<file path="src/sv/pngs_pkg.sv">
// Shared types, constants and functions of the PNG stored-deflate encoder.
// Used by png_stored_deflate_encoder_core and its testbench; depends on nothing.

package pngs_pkg;

	localparam int CFG_W = 14;
	localparam int BYTE_W = 8;
	localparam int STEP_W = 6;

	localparam logic [31:0] CRC_POLY = 32'hEDB8_8320;
	localparam logic [31:0] ALL_ONES = 32'hFFFF_FFFF;
	localparam logic [16:0] ADLER_MOD = 17'd65521;

	localparam logic [STEP_W-1:0] RESULT_CAP = 6'd43;
	localparam logic [STEP_W-1:0] HDR_LAST = 6'd42;
	localparam logic [STEP_W-1:0] BLK_LAST = 6'd4;
	localparam logic [STEP_W-1:0] TRL_LAST = 6'd19;

	typedef enum logic [0:0] {
		OP_FRAME = 1'b0,
		OP_PIXEL = 1'b1
	} op_t;

	typedef enum logic [0:0] {
		REG_WIDTH  = 1'b0,
		REG_HEIGHT = 1'b1
	} cfg_reg_t;

	typedef enum logic [8:0] {
		ST_IDLE = 9'b0_0000_0001,
		ST_MUL  = 9'b0_0000_0010,
		ST_DIV  = 9'b0_0000_0100,
		ST_LEN  = 9'b0_0000_1000,
		ST_HDR  = 9'b0_0001_0000,
		ST_ERR  = 9'b0_0010_0000,
		ST_RAW  = 9'b0_0100_0000,
		ST_BLK  = 9'b0_1000_0000,
		ST_TRL  = 9'b1_0000_0000
	} state_t;

	function automatic logic [31:0] crc_byte(input logic [31:0] c, input logic [7:0] b);
		logic [31:0] r;
		r = c ^ {24'd0, b};
		for (int k = 0; k < 8; k++) begin
			r = r[0] ? ((r >> 1) ^ CRC_POLY) : (r >> 1);
		end
		return r;
	endfunction

	function automatic logic [7:0] be_byte(input logic [31:0] x, input logic [1:0] sel);
		logic [7:0] r;
		case (sel)
			2'd0: r = x[31:24];
			2'd1: r = x[23:16];
			2'd2: r = x[15:8];
			default: r = x[7:0];
		endcase
		return r;
	endfunction

endpackage

</file>
<file path="src/sv/pngs_blkdiv.sv">
// Block counter: the ceiling of the raw byte count over BLOCK_MAX by a reciprocal multiplication.
// Done is start registered through run_q and then done_q; uses nothing from the package.

module pngs_blkdiv #(
	parameter int RAW_W = 28,
	parameter int BLOCK_MAX = 65535
) (
	input  logic             clk,
	input  logic             arst_n,
	input  logic             start,
	input  logic [RAW_W-1:0] dividend,
	output logic             done,
	output logic [RAW_W-1:0] blocks
);

	localparam int Y_W = RAW_W + 1;
	localparam int K_W = $clog2(BLOCK_MAX);
	localparam int SH = Y_W + K_W;
	localparam int M_W = Y_W + 1;
	localparam int P_W = Y_W + M_W;
	localparam logic [63:0] RECIP64 =
		((64'd1 << SH) + 64'(BLOCK_MAX) - 64'd1) / 64'(BLOCK_MAX);
	localparam logic [M_W-1:0] RECIP = M_W'(RECIP64);

	logic [Y_W-1:0]   y_q;
	logic [RAW_W-1:0] blk_q;
	logic             run_q;
	logic             done_q;
	logic [P_W-1:0]   prod;

	assign prod = P_W'(y_q) * P_W'(RECIP);

	always_ff @(posedge clk or negedge arst_n) begin
		if (!arst_n) begin
			run_q <= 1'b0;
			done_q <= 1'b0;
		end else begin
			run_q <= start;
			done_q <= run_q;
		end
	end

	always_ff @(posedge clk) begin
		if (start) begin
			y_q <= Y_W'(dividend) + Y_W'(BLOCK_MAX - 1);
		end
		if (run_q) begin
			blk_q <= RAW_W'(prod >> SH);
		end
	end

	assign done = done_q;
	assign blocks = blk_q;

endmodule

</file>
<file path="src/sv/png_stored_deflate_encoder_core.sv">
// Streaming PNG encoder for 8-bit RGB pixels: top level with the byte sequencer.
// Depends on pngs_pkg and instantiates the block counter pngs_blkdiv.
// The core emits one file byte per clock cycle when the output side does not stall. Every
// transfer is accepted in the idle state. A frame-start transfer then goes through the
// multiply, block-count and length states before its 43 header bytes. A pixel transfer emits
// three or four data bytes, plus five at each stored-block boundary, plus twenty on the last
// pixel; the sequencer also passes a state without output at each block boundary, and another
// when the frame's byte count runs out before the pixel's blue byte.
// A pixel outside an open frame gives a single error byte. The input stalls while an item is
// in work; configuration writes are always taken and should be made between frames.

module png_stored_deflate_encoder_core #(
	parameter int MAX_SIDE = 8192,
	parameter int BLOCK_MAX = 65535
) (
	input  logic                      clk,
	input  logic                      arst_n,
	input  logic                      in_valid,
	output logic                      in_stall,
	input  logic                      op,
	input  logic [7:0]                red,
	input  logic [7:0]                green,
	input  logic [7:0]                blue,
	output logic                      out_valid,
	input  logic                      out_stall,
	output logic [7:0]                out_byte,
	output logic                      last_of_run,
	output logic                      file_end,
	output logic                      seq_error,
	input  logic                      cfg_valid,
	output logic                      cfg_ready,
	input  logic [0:0]                cfg_index,
	input  logic [pngs_pkg::CFG_W-1:0] cfg_data
);

	import pngs_pkg::*;

	localparam int SIDE_W = $clog2(MAX_SIDE + 1);
	localparam int RAW_W = $clog2(MAX_SIDE * (3 * MAX_SIDE + 1) + 1);
	localparam int TW_W = SIDE_W + 2;
	localparam int PROD_W = SIDE_W + TW_W;

	function automatic logic [SIDE_W-1:0] clamp_side(input logic [CFG_W-1:0] v);
		logic [SIDE_W-1:0] r;
		if (v == '0) begin
			r = SIDE_W'(1);
		end else if (32'(v) > 32'(MAX_SIDE)) begin
			r = SIDE_W'(MAX_SIDE);
		end else begin
			r = SIDE_W'(v);
		end
		return r;
	endfunction

	state_t state_q;

	logic [CFG_W-1:0]  width_q;
	logic [CFG_W-1:0]  height_q;
	logic              frame_open_q;
	logic [31:0]       crc_q;
	logic [15:0]       adler_lo_q;
	logic [15:0]       adler_hi_q;
	logic [SIDE_W-1:0] col_q;
	logic [15:0]       blk_left_q;
	logic [RAW_W-1:0]  raw_left_q;
	logic [STEP_W-1:0] step_q;
	logic [STEP_W-1:0] cnt_q;
	logic [1:0]        slot_q;

	logic [7:0]        red_q;
	logic [7:0]        green_q;
	logic [7:0]        blue_q;
	logic [SIDE_W-1:0] wc_q;
	logic [SIDE_W-1:0] hc_q;
	logic [RAW_W-1:0]  raw_q;
	logic [31:0]       len_q;

	logic       out_valid_q;
	logic [7:0] out_byte_q;
	logic       last_q;
	logic       end_q;
	logic       err_q;

	logic [TW_W-1:0]   tw;
	logic [PROD_W-1:0] prod;
	logic              div_done;
	logic [RAW_W-1:0]  blocks;

	logic        emit;
	logic [7:0]  byte_d;
	logic        incl;
	logic        crst;
	logic        nat_last;
	logic        nat_end;
	logic        err_d;
	logic        drop;
	logic        adv;
	logic        pix_state;

	logic [7:0]  hdr_b;
	logic [7:0]  raw_b;
	logic [7:0]  blk_b;
	logic [7:0]  trl_b;
	logic [31:0] raw_ext;
	logic        blk_final;
	logic [15:0] blk_n;
	logic [31:0] crc_fin;
	logic [31:0] w32;
	logic [31:0] h32;
	logic [1:0]  sel29;
	logic [1:0]  sel33;

	logic [16:0] lo_sum;
	logic [15:0] lo_new;
	logic [16:0] hi_sum;
	logic [15:0] hi_new;

	logic [SIDE_W-1:0] wc_now;
	logic [SIDE_W:0]   col_inc;

	assign tw = TW_W'({wc_q, 1'b0}) + TW_W'(wc_q) + TW_W'(1);
	assign prod = PROD_W'(hc_q) * PROD_W'(tw);

	pngs_blkdiv #(
		.RAW_W(RAW_W),
		.BLOCK_MAX(BLOCK_MAX)
	) u_blkdiv (
		.clk(clk),
		.arst_n(arst_n),
		.start(state_q == ST_MUL),
		.dividend(RAW_W'(prod)),
		.done(div_done),
		.blocks(blocks)
	);

	assign crc_fin = crc_q ^ ALL_ONES;
	assign w32 = 32'(wc_q);
	assign h32 = 32'(hc_q);
	assign sel29 = 2'(step_q - 6'd29);
	assign sel33 = 2'(step_q - 6'd33);

	always_comb begin
		hdr_b = 8'h00;
		case (step_q)
			6'd0: hdr_b = 8'h89;
			6'd1: hdr_b = 8'h50;
			6'd2: hdr_b = 8'h4E;
			6'd3: hdr_b = 8'h47;
			6'd4: hdr_b = 8'h0D;
			6'd5: hdr_b = 8'h0A;
			6'd6: hdr_b = 8'h1A;
			6'd7: hdr_b = 8'h0A;
			6'd11: hdr_b = 8'd13;
			6'd12: hdr_b = 8'h49;
			6'd13: hdr_b = 8'h48;
			6'd14: hdr_b = 8'h44;
			6'd15: hdr_b = 8'h52;
			6'd24: hdr_b = 8'd8;
			6'd25: hdr_b = 8'd2;
			6'd37: hdr_b = 8'h49;
			6'd38: hdr_b = 8'h44;
			6'd39: hdr_b = 8'h41;
			6'd40: hdr_b = 8'h54;
			6'd41: hdr_b = 8'h78;
			6'd42: hdr_b = 8'h01;
			default: begin
				if (step_q inside {[6'd16:6'd19]}) begin
					hdr_b = be_byte(w32, step_q[1:0]);
				end else if (step_q inside {[6'd20:6'd23]}) begin
					hdr_b = be_byte(h32, step_q[1:0]);
				end else if (step_q inside {[6'd29:6'd32]}) begin
					hdr_b = be_byte(crc_fin, sel29);
				end else if (step_q inside {[6'd33:6'd36]}) begin
					hdr_b = be_byte(len_q, sel33);
				end
			end
		endcase
	end

	always_comb begin
		case (slot_q)
			2'd0: raw_b = 8'h00;
			2'd1: raw_b = red_q;
			2'd2: raw_b = green_q;
			default: raw_b = blue_q;
		endcase
	end

	assign raw_ext = 32'(raw_left_q);
	assign blk_final = raw_ext <= 32'(BLOCK_MAX);
	assign blk_n = blk_final ? 16'(raw_left_q) : 16'(BLOCK_MAX);

	always_comb begin
		case (step_q)
			6'd0: blk_b = {7'd0, blk_final};
			6'd1: blk_b = blk_n[7:0];
			6'd2: blk_b = blk_n[15:8];
			6'd3: blk_b = ~blk_n[7:0];
			default: blk_b = ~blk_n[15:8];
		endcase
	end

	always_comb begin
		trl_b = 8'h00;
		if (step_q inside {[6'd0:6'd3]}) begin
			trl_b = be_byte({adler_hi_q, adler_lo_q}, step_q[1:0]);
		end else if (step_q inside {[6'd4:6'd7]}) begin
			trl_b = be_byte(crc_fin, step_q[1:0]);
		end else if (step_q inside {[6'd16:6'd19]}) begin
			trl_b = be_byte(crc_fin, step_q[1:0]);
		end else begin
			case (step_q)
				6'd12: trl_b = 8'h49;
				6'd13: trl_b = 8'h45;
				6'd14: trl_b = 8'h4E;
				6'd15: trl_b = 8'h44;
				default: trl_b = 8'h00;
			endcase
		end
	end

	always_comb begin
		emit = 1'b0;
		byte_d = 8'h00;
		incl = 1'b0;
		crst = 1'b0;
		nat_last = 1'b0;
		nat_end = 1'b0;
		err_d = 1'b0;
		case (state_q)
			ST_HDR: begin
				emit = 1'b1;
				byte_d = hdr_b;
				incl = step_q inside {[6'd12:6'd28], [6'd37:6'd42]};
				crst = (step_q == 6'd12) || (step_q == 6'd37);
				nat_last = step_q == HDR_LAST;
			end
			ST_ERR: begin
				emit = 1'b1;
				err_d = 1'b1;
				nat_last = 1'b1;
			end
			ST_RAW: begin
				if (raw_left_q != '0 && blk_left_q != 16'd0) begin
					emit = 1'b1;
					byte_d = raw_b;
					incl = 1'b1;
					nat_last = (slot_q == 2'd3) && (raw_left_q != RAW_W'(1));
				end
			end
			ST_BLK: begin
				emit = 1'b1;
				byte_d = blk_b;
				incl = 1'b1;
			end
			ST_TRL: begin
				emit = 1'b1;
				byte_d = trl_b;
				incl = step_q inside {[6'd0:6'd3], [6'd12:6'd15]};
				crst = step_q == 6'd12;
				nat_last = step_q == TRL_LAST;
				nat_end = step_q == TRL_LAST;
			end
			default: begin
			end
		endcase
	end

	assign pix_state = (state_q == ST_RAW) || (state_q == ST_BLK) || (state_q == ST_TRL);
	assign drop = cnt_q >= RESULT_CAP;
	assign adv = emit && (drop || !out_valid_q || !out_stall);

	assign lo_sum = {1'b0, adler_lo_q} + {9'd0, raw_b};
	assign lo_new = 16'(lo_sum >= ADLER_MOD ? lo_sum - ADLER_MOD : lo_sum);
	assign hi_sum = {1'b0, adler_hi_q} + {1'b0, lo_new};
	assign hi_new = 16'(hi_sum >= ADLER_MOD ? hi_sum - ADLER_MOD : hi_sum);

	assign wc_now = clamp_side(width_q);
	assign col_inc = {1'b0, col_q} + (SIDE_W + 1)'(1);

	always_ff @(posedge clk or negedge arst_n) begin
		if (!arst_n) begin
			width_q <= CFG_W'(1);
			height_q <= CFG_W'(1);
		end else if (cfg_valid) begin
			if (cfg_index == REG_WIDTH) begin
				width_q <= cfg_data;
			end else begin
				height_q <= cfg_data;
			end
		end
	end

	always_ff @(posedge clk or negedge arst_n) begin
		if (!arst_n) begin
			state_q <= ST_IDLE;
			frame_open_q <= 1'b0;
			crc_q <= ALL_ONES;
			adler_lo_q <= 16'd1;
			adler_hi_q <= 16'd0;
			col_q <= '0;
			blk_left_q <= 16'd0;
			raw_left_q <= '0;
			step_q <= '0;
			cnt_q <= '0;
			slot_q <= 2'd0;
		end else begin
			if (adv) begin
				cnt_q <= cnt_q + 1'b1;
				if (incl) begin
					crc_q <= crc_byte(crst ? ALL_ONES : crc_q, byte_d);
				end
			end
			case (state_q)
				ST_IDLE: begin
					if (in_valid) begin
						cnt_q <= '0;
						step_q <= '0;
						if (op == OP_FRAME) begin
							state_q <= ST_MUL;
						end else if (!frame_open_q) begin
							state_q <= ST_ERR;
						end else begin
							slot_q <= (col_q == '0) ? 2'd0 : 2'd1;
							state_q <= ST_RAW;
						end
					end
				end
				ST_MUL: state_q <= ST_DIV;
				ST_DIV: begin
					if (div_done) begin
						state_q <= ST_LEN;
					end
				end
				ST_LEN: state_q <= ST_HDR;
				ST_HDR: begin
					if (adv) begin
						step_q <= step_q + 1'b1;
						if (step_q == HDR_LAST) begin
							frame_open_q <= 1'b1;
							adler_lo_q <= 16'd1;
							adler_hi_q <= 16'd0;
							col_q <= '0;
							blk_left_q <= 16'd0;
							raw_left_q <= raw_q;
							state_q <= ST_IDLE;
						end
					end
				end
				ST_ERR: begin
					if (adv) begin
						state_q <= ST_IDLE;
					end
				end
				ST_RAW: begin
					if (raw_left_q == '0) begin
						step_q <= '0;
						state_q <= ST_TRL;
					end else if (blk_left_q == 16'd0) begin
						step_q <= '0;
						state_q <= ST_BLK;
					end else if (adv) begin
						adler_lo_q <= lo_new;
						adler_hi_q <= hi_new;
						blk_left_q <= blk_left_q - 1'b1;
						raw_left_q <= raw_left_q - 1'b1;
						if (slot_q == 2'd3) begin
							col_q <= (col_inc >= {1'b0, wc_now}) ? '0 : SIDE_W'(col_inc);
							step_q <= '0;
							state_q <= (raw_left_q == RAW_W'(1)) ? ST_TRL : ST_IDLE;
						end else begin
							slot_q <= slot_q + 1'b1;
						end
					end
				end
				ST_BLK: begin
					if (adv) begin
						step_q <= step_q + 1'b1;
						if (step_q == BLK_LAST) begin
							blk_left_q <= blk_n;
							state_q <= ST_RAW;
						end
					end
				end
				ST_TRL: begin
					if (adv) begin
						step_q <= step_q + 1'b1;
						if (step_q == TRL_LAST) begin
							frame_open_q <= 1'b0;
							state_q <= ST_IDLE;
						end
					end
				end
				default: state_q <= ST_IDLE;
			endcase
		end
	end

	always_ff @(posedge clk) begin
		if (state_q == ST_IDLE && in_valid) begin
			red_q <= red;
			green_q <= green;
			blue_q <= blue;
			wc_q <= clamp_side(width_q);
			hc_q <= clamp_side(height_q);
		end
		if (state_q == ST_MUL) begin
			raw_q <= RAW_W'(prod);
		end
		if (state_q == ST_LEN) begin
			len_q <= 32'(raw_q) + (32'(blocks) << 2) + 32'(blocks) + 32'd6;
		end
	end

	always_ff @(posedge clk or negedge arst_n) begin
		if (!arst_n) begin
			out_valid_q <= 1'b0;
		end else if (adv && !drop) begin
			out_valid_q <= 1'b1;
		end else if (!out_stall) begin
			out_valid_q <= 1'b0;
		end
	end

	always_ff @(posedge clk) begin
		if (adv && !drop) begin
			out_byte_q <= byte_d;
			last_q <= nat_last || (cnt_q == RESULT_CAP - 1'b1);
			end_q <= nat_end || (pix_state && cnt_q == RESULT_CAP - 1'b1);
			err_q <= err_d;
		end
	end

	assign in_stall = state_q != ST_IDLE;
	assign cfg_ready = 1'b1;
	assign out_valid = out_valid_q;
	assign out_byte = out_byte_q;
	assign last_of_run = last_q;
	assign file_end = end_q;
	assign seq_error = err_q;

`ifndef SYNTHESIS
	a_err_byte: assert property (@(posedge clk) disable iff (!arst_n)
		out_valid && seq_error |-> last_of_run && out_byte == 8'h00)
		else $error("error transfer is not a single zero byte");

	a_end_last: assert property (@(posedge clk) disable iff (!arst_n)
		out_valid && file_end |-> last_of_run)
		else $error("file end byte does not close its run");

	a_err_route: assert property (@(posedge clk) disable iff (!arst_n)
		in_valid && !in_stall && op == OP_PIXEL && !frame_open_q |=> state_q == ST_ERR)
		else $error("pixel outside a frame was not rejected");

	a_trl_closed: assert property (@(posedge clk) disable iff (!arst_n)
		state_q == ST_TRL |-> frame_open_q && raw_left_q == '0)
		else $error("trailer started with raw bytes still pending");
`endif

endmodule

</file>
<file path="config.mk">
export PLATFORM = sky130hd
export DESIGN_NAME = png_stored_deflate_encoder_core
export DESIGN_NICKNAME = d
export VERILOG_FILES = /design/src/sv/pngs_pkg.sv /design/src/sv/pngs_blkdiv.sv /design/src/sv/png_stored_deflate_encoder_core.sv
export SDC_FILE = /design/constraint.sdc
export NUM_CORES = 2
export LEC_CHECK = 0
export ABC_CLOCK_PERIOD_IN_PS = 11500
export BUFFER_PORTS_ARGS = -buffer_cell sky130_fd_sc_hd__buf_2
export CAP_MARGIN = 20
export CORE_ASPECT_RATIO = 0.5
export CORE_MARGIN = 3
export CORE_UTILIZATION = 61
export CTS_CLUSTER_DIAMETER = 120
export DETAILED_ROUTE_END_ITERATION = 8
export GPL_TIMING_DRIVEN = 0
export HOLD_SLACK_MARGIN = 0.15
export PLACE_DENSITY = 0.83
export SETUP_SLACK_MARGIN = 0.15
export SLEW_MARGIN = 20
export SYNTH_ARGS = -nofsm -noshare
export SYNTH_HDL_FRONTEND = slang
export SYNTH_SLANG_ARGS = --single-unit
</file>
<file path="constraint.sdc">
create_clock -name clk -period 11.5 [get_ports clk]
set_input_delay 0 -clock clk [delete_from_list [all_inputs] [get_ports clk]]
set_output_delay 0 -clock clk [all_outputs]
set_load 0.05 [all_outputs]
</file>
==> reports/metrics.cfg <==
[synthesis]
yosys_warnings=0
syn_avg_cell_area_um2=9.37
synth-seq-cells=339
syn_area_um2=31600
synth_top_area_share_pct=15.4
ys_types=103
synth_seq_area_share_pct=29.6
synthArstFlopShare_pct=52.2
ys.flop_type=edfxtp_1
syn_inst=3374
synthMostInstantiatedCell=nand2_1
synth.area.top_cells=edfxtp_1 (15%), ha_1 (12%), fa_1 (12%)
synth_edf_count=162
synth_fp_nets=3916
ys_top_cells_by_count=nand2_1 (316), ha_1 (315), inv_1 (281)
yosys.area.top_type=edfxtp_1

[min_path]
hp-class=in2reg
hold_path_end=blue_q[6]
min-delay-start=blue[6]
min_path_cells=2

[worst_setup_path]
crit_top_cell=fa_1
startpoint=wc_q[0]
crit_type=reg2reg
cp_slowest_stage_delay_ns=0.64
worst_ep_required_time_ns=11.81
r2r_start=wc_q[0]
r2r_cells=33
worst_path_max_delay_cell=xnor3_1
arrival_ns=10.48
crit_fanout=10
regToRegEndpoint=u_blkdiv.y_q[28]
r2r_slack_ns=1.33
endpoint_kind=flip-flop
cp-start-kind=flip-flop

[floorplan]
die_w_um=328
die_h_um=167
ioPinCount=59
core_area_um2=50700
start_util_pct=62.3
core.rowCount=58
die-area_um2=54700

[global_routing]
grt_pass1_vias=27398
grt_pass1_wl_um=157000
antenna_found_initial=6
grt_max_degree=96
grt_overflow=0
grtUsageTotal_pct=36.6

[clock_tree]
cts_max_level=2
cts-root-buf=clkbuf_16
max-clock-path-buffers=3
cts_inserted_buffers=36
clk_latency_ns=0.58
cts_setup_buffers=0
cts_tree=built
cts.clk_slew.worst_paths_ns=0.07
clkSinkCount=339

[layout]
drive_gt1_share_pct=7.68
n_fill_cell=3804
area_growth_syn_to_layout_pct=10.4
finalNetCount=4084

[detailed_routing]
totalWireLength_um=100000
first_pass_iters=8
drt_iter0_drc=3950
vias=28017
post_drt_wl_per_cell_um=23.5
antenna_left=0
via_per_inst=6.57
post-route-drc-count=0

[placement]
io_buffers=57
dpl.hpwl_um=75800
gp_congestion=1.09

[sta]
period_share_pct=88.4
setup_viol=0
relSlewSlack_pct=15.7
fin_crit_ns=10.17
finalMaxSlewViolations=0
fmax_ghz=0.0983
finalSetupTns_ns=0
clock_skew_ns=0.0469
tightest_slew_ns=1.25
rsz0062_at_grt=false
finalHoldViolations=0

[job]
drv_cap=0

[status]
outcome=finished clean

-- layout by cell type (no fill, tap or decap), drive strengths merged, types with 30 or more instances in the layout --
cell	netlist	final
a21o	30	30
a21oi	180	180
a31oi	32	32
and2	106	106
and3	37	37
buf	35	97
clkbuf	111	155
dfrtp	141	141
dfstp	36	36
dlygate4sd3	0	67
edfxtp	162	162
fa	182	182
ha	315	315
inv	281	287
mux2	32	32
nand2	317	317
nand2b	53	53
nand3	66	66
nor2	226	226
nor2b	76	76
nor3	72	72
nor4	31	31
o21ai	198	198
xnor2	143	143
xor2	73	73
-- layout make-up --
type,count,area (µm²),area share (%)
multi-input cells,2607,20600,59.1
repair buffers,130,1100,3.16
clock buffers,43,958,2.75
inverters,282,1060,3.04
diodes,4,10.0,0.0287
clock inverters,23,317,0.908
plain buffers,146,597,1.71
well taps,690,863,2.48
flip-flops and latches,339,9340,26.8
-- registers in the layout (all words and copies together), names as in the netlist, 16 cells and up --
signal,cells
raw_left_q,28
adler_hi_q,16
len_q,29
blk_left_q,16
crc_q,32
u_blkdiv.y_q,28
adler_lo_q,16
raw_q,28
-- worst max-delay path: cells and delay by family (launching register included) --
kind            cells  cell delay (ns)
xor+xnor            2             1.08
buf+inv             8             1.53
flops               1             0.49
compound gates     10             2.07
fa+ha+maj           8             3.89
simple gates        5             0.86
-- per-layer routing --
layer	routed length (µm)	GRT usage (%)	vias to the layer above	share of wire [%]
met4	4210	13.2	6	4.2
met3	11400	7.85	320	11
met5	41	0	-	0.041
met1	40800	51.9	13718	41
li1	-	-	12270	-
met2	43900	55.6	1703	44
-- metrics by stage --
step                      hold slack, ns  utilization (%)  cell area (µm²)  std cells  setup slack, ns
final                              0.138             68.7            34900       4264             1.33
after global routing               0.157             68.7            34900       4262            0.678
after CTS                          0.153             68.7            34800       4259             1.53
after detailed placement          0.0505             64.9            32900       4126             1.58
after global placement             0.177             64.6            32700       4121             1.61
after floorplan                   -0.296                -            31600       3374             3.14
-- how the worst max path moves through the flow --
stage                                   to  slack [ns]  cells after the start
after floorplan           u_blkdiv.y_q[28]        3.14                     32
after global placement    u_blkdiv.y_q[28]        1.61                     34
after detailed placement  u_blkdiv.y_q[28]        1.58                     34
after CTS                 u_blkdiv.y_q[28]        1.53                     34
after global routing      u_blkdiv.y_q[27]        0.68                     34
final                     u_blkdiv.y_q[28]        1.33                     33
-- repair_timing --
item / in CTS / in global routing
endpoints found under the hold margin: 222 / 0
hold buffers: 67 / 0
gates resized for setup: 0 / 0
-- kinds of logic after synthesis --
| group | after synthesis | share of synthesized area, % |
|---|---|---|
| compound gates | 746 | 15.4 |
| xor+xnor | 219 | 6.70 |
| fa+ha+maj | 497 | 24.0 |
| buf+inv | 428 | 5.23 |
| flops | 339 | 29.6 |
| mux | 42 | 1.46 |
| other cells | 1 | 0.0119 |
| simple gates | 1102 | 17.6 |
Power is left out: the tool's default activity adds up to more than one toggle a clock period on the data nets, which glitch-free logic cannot reach.
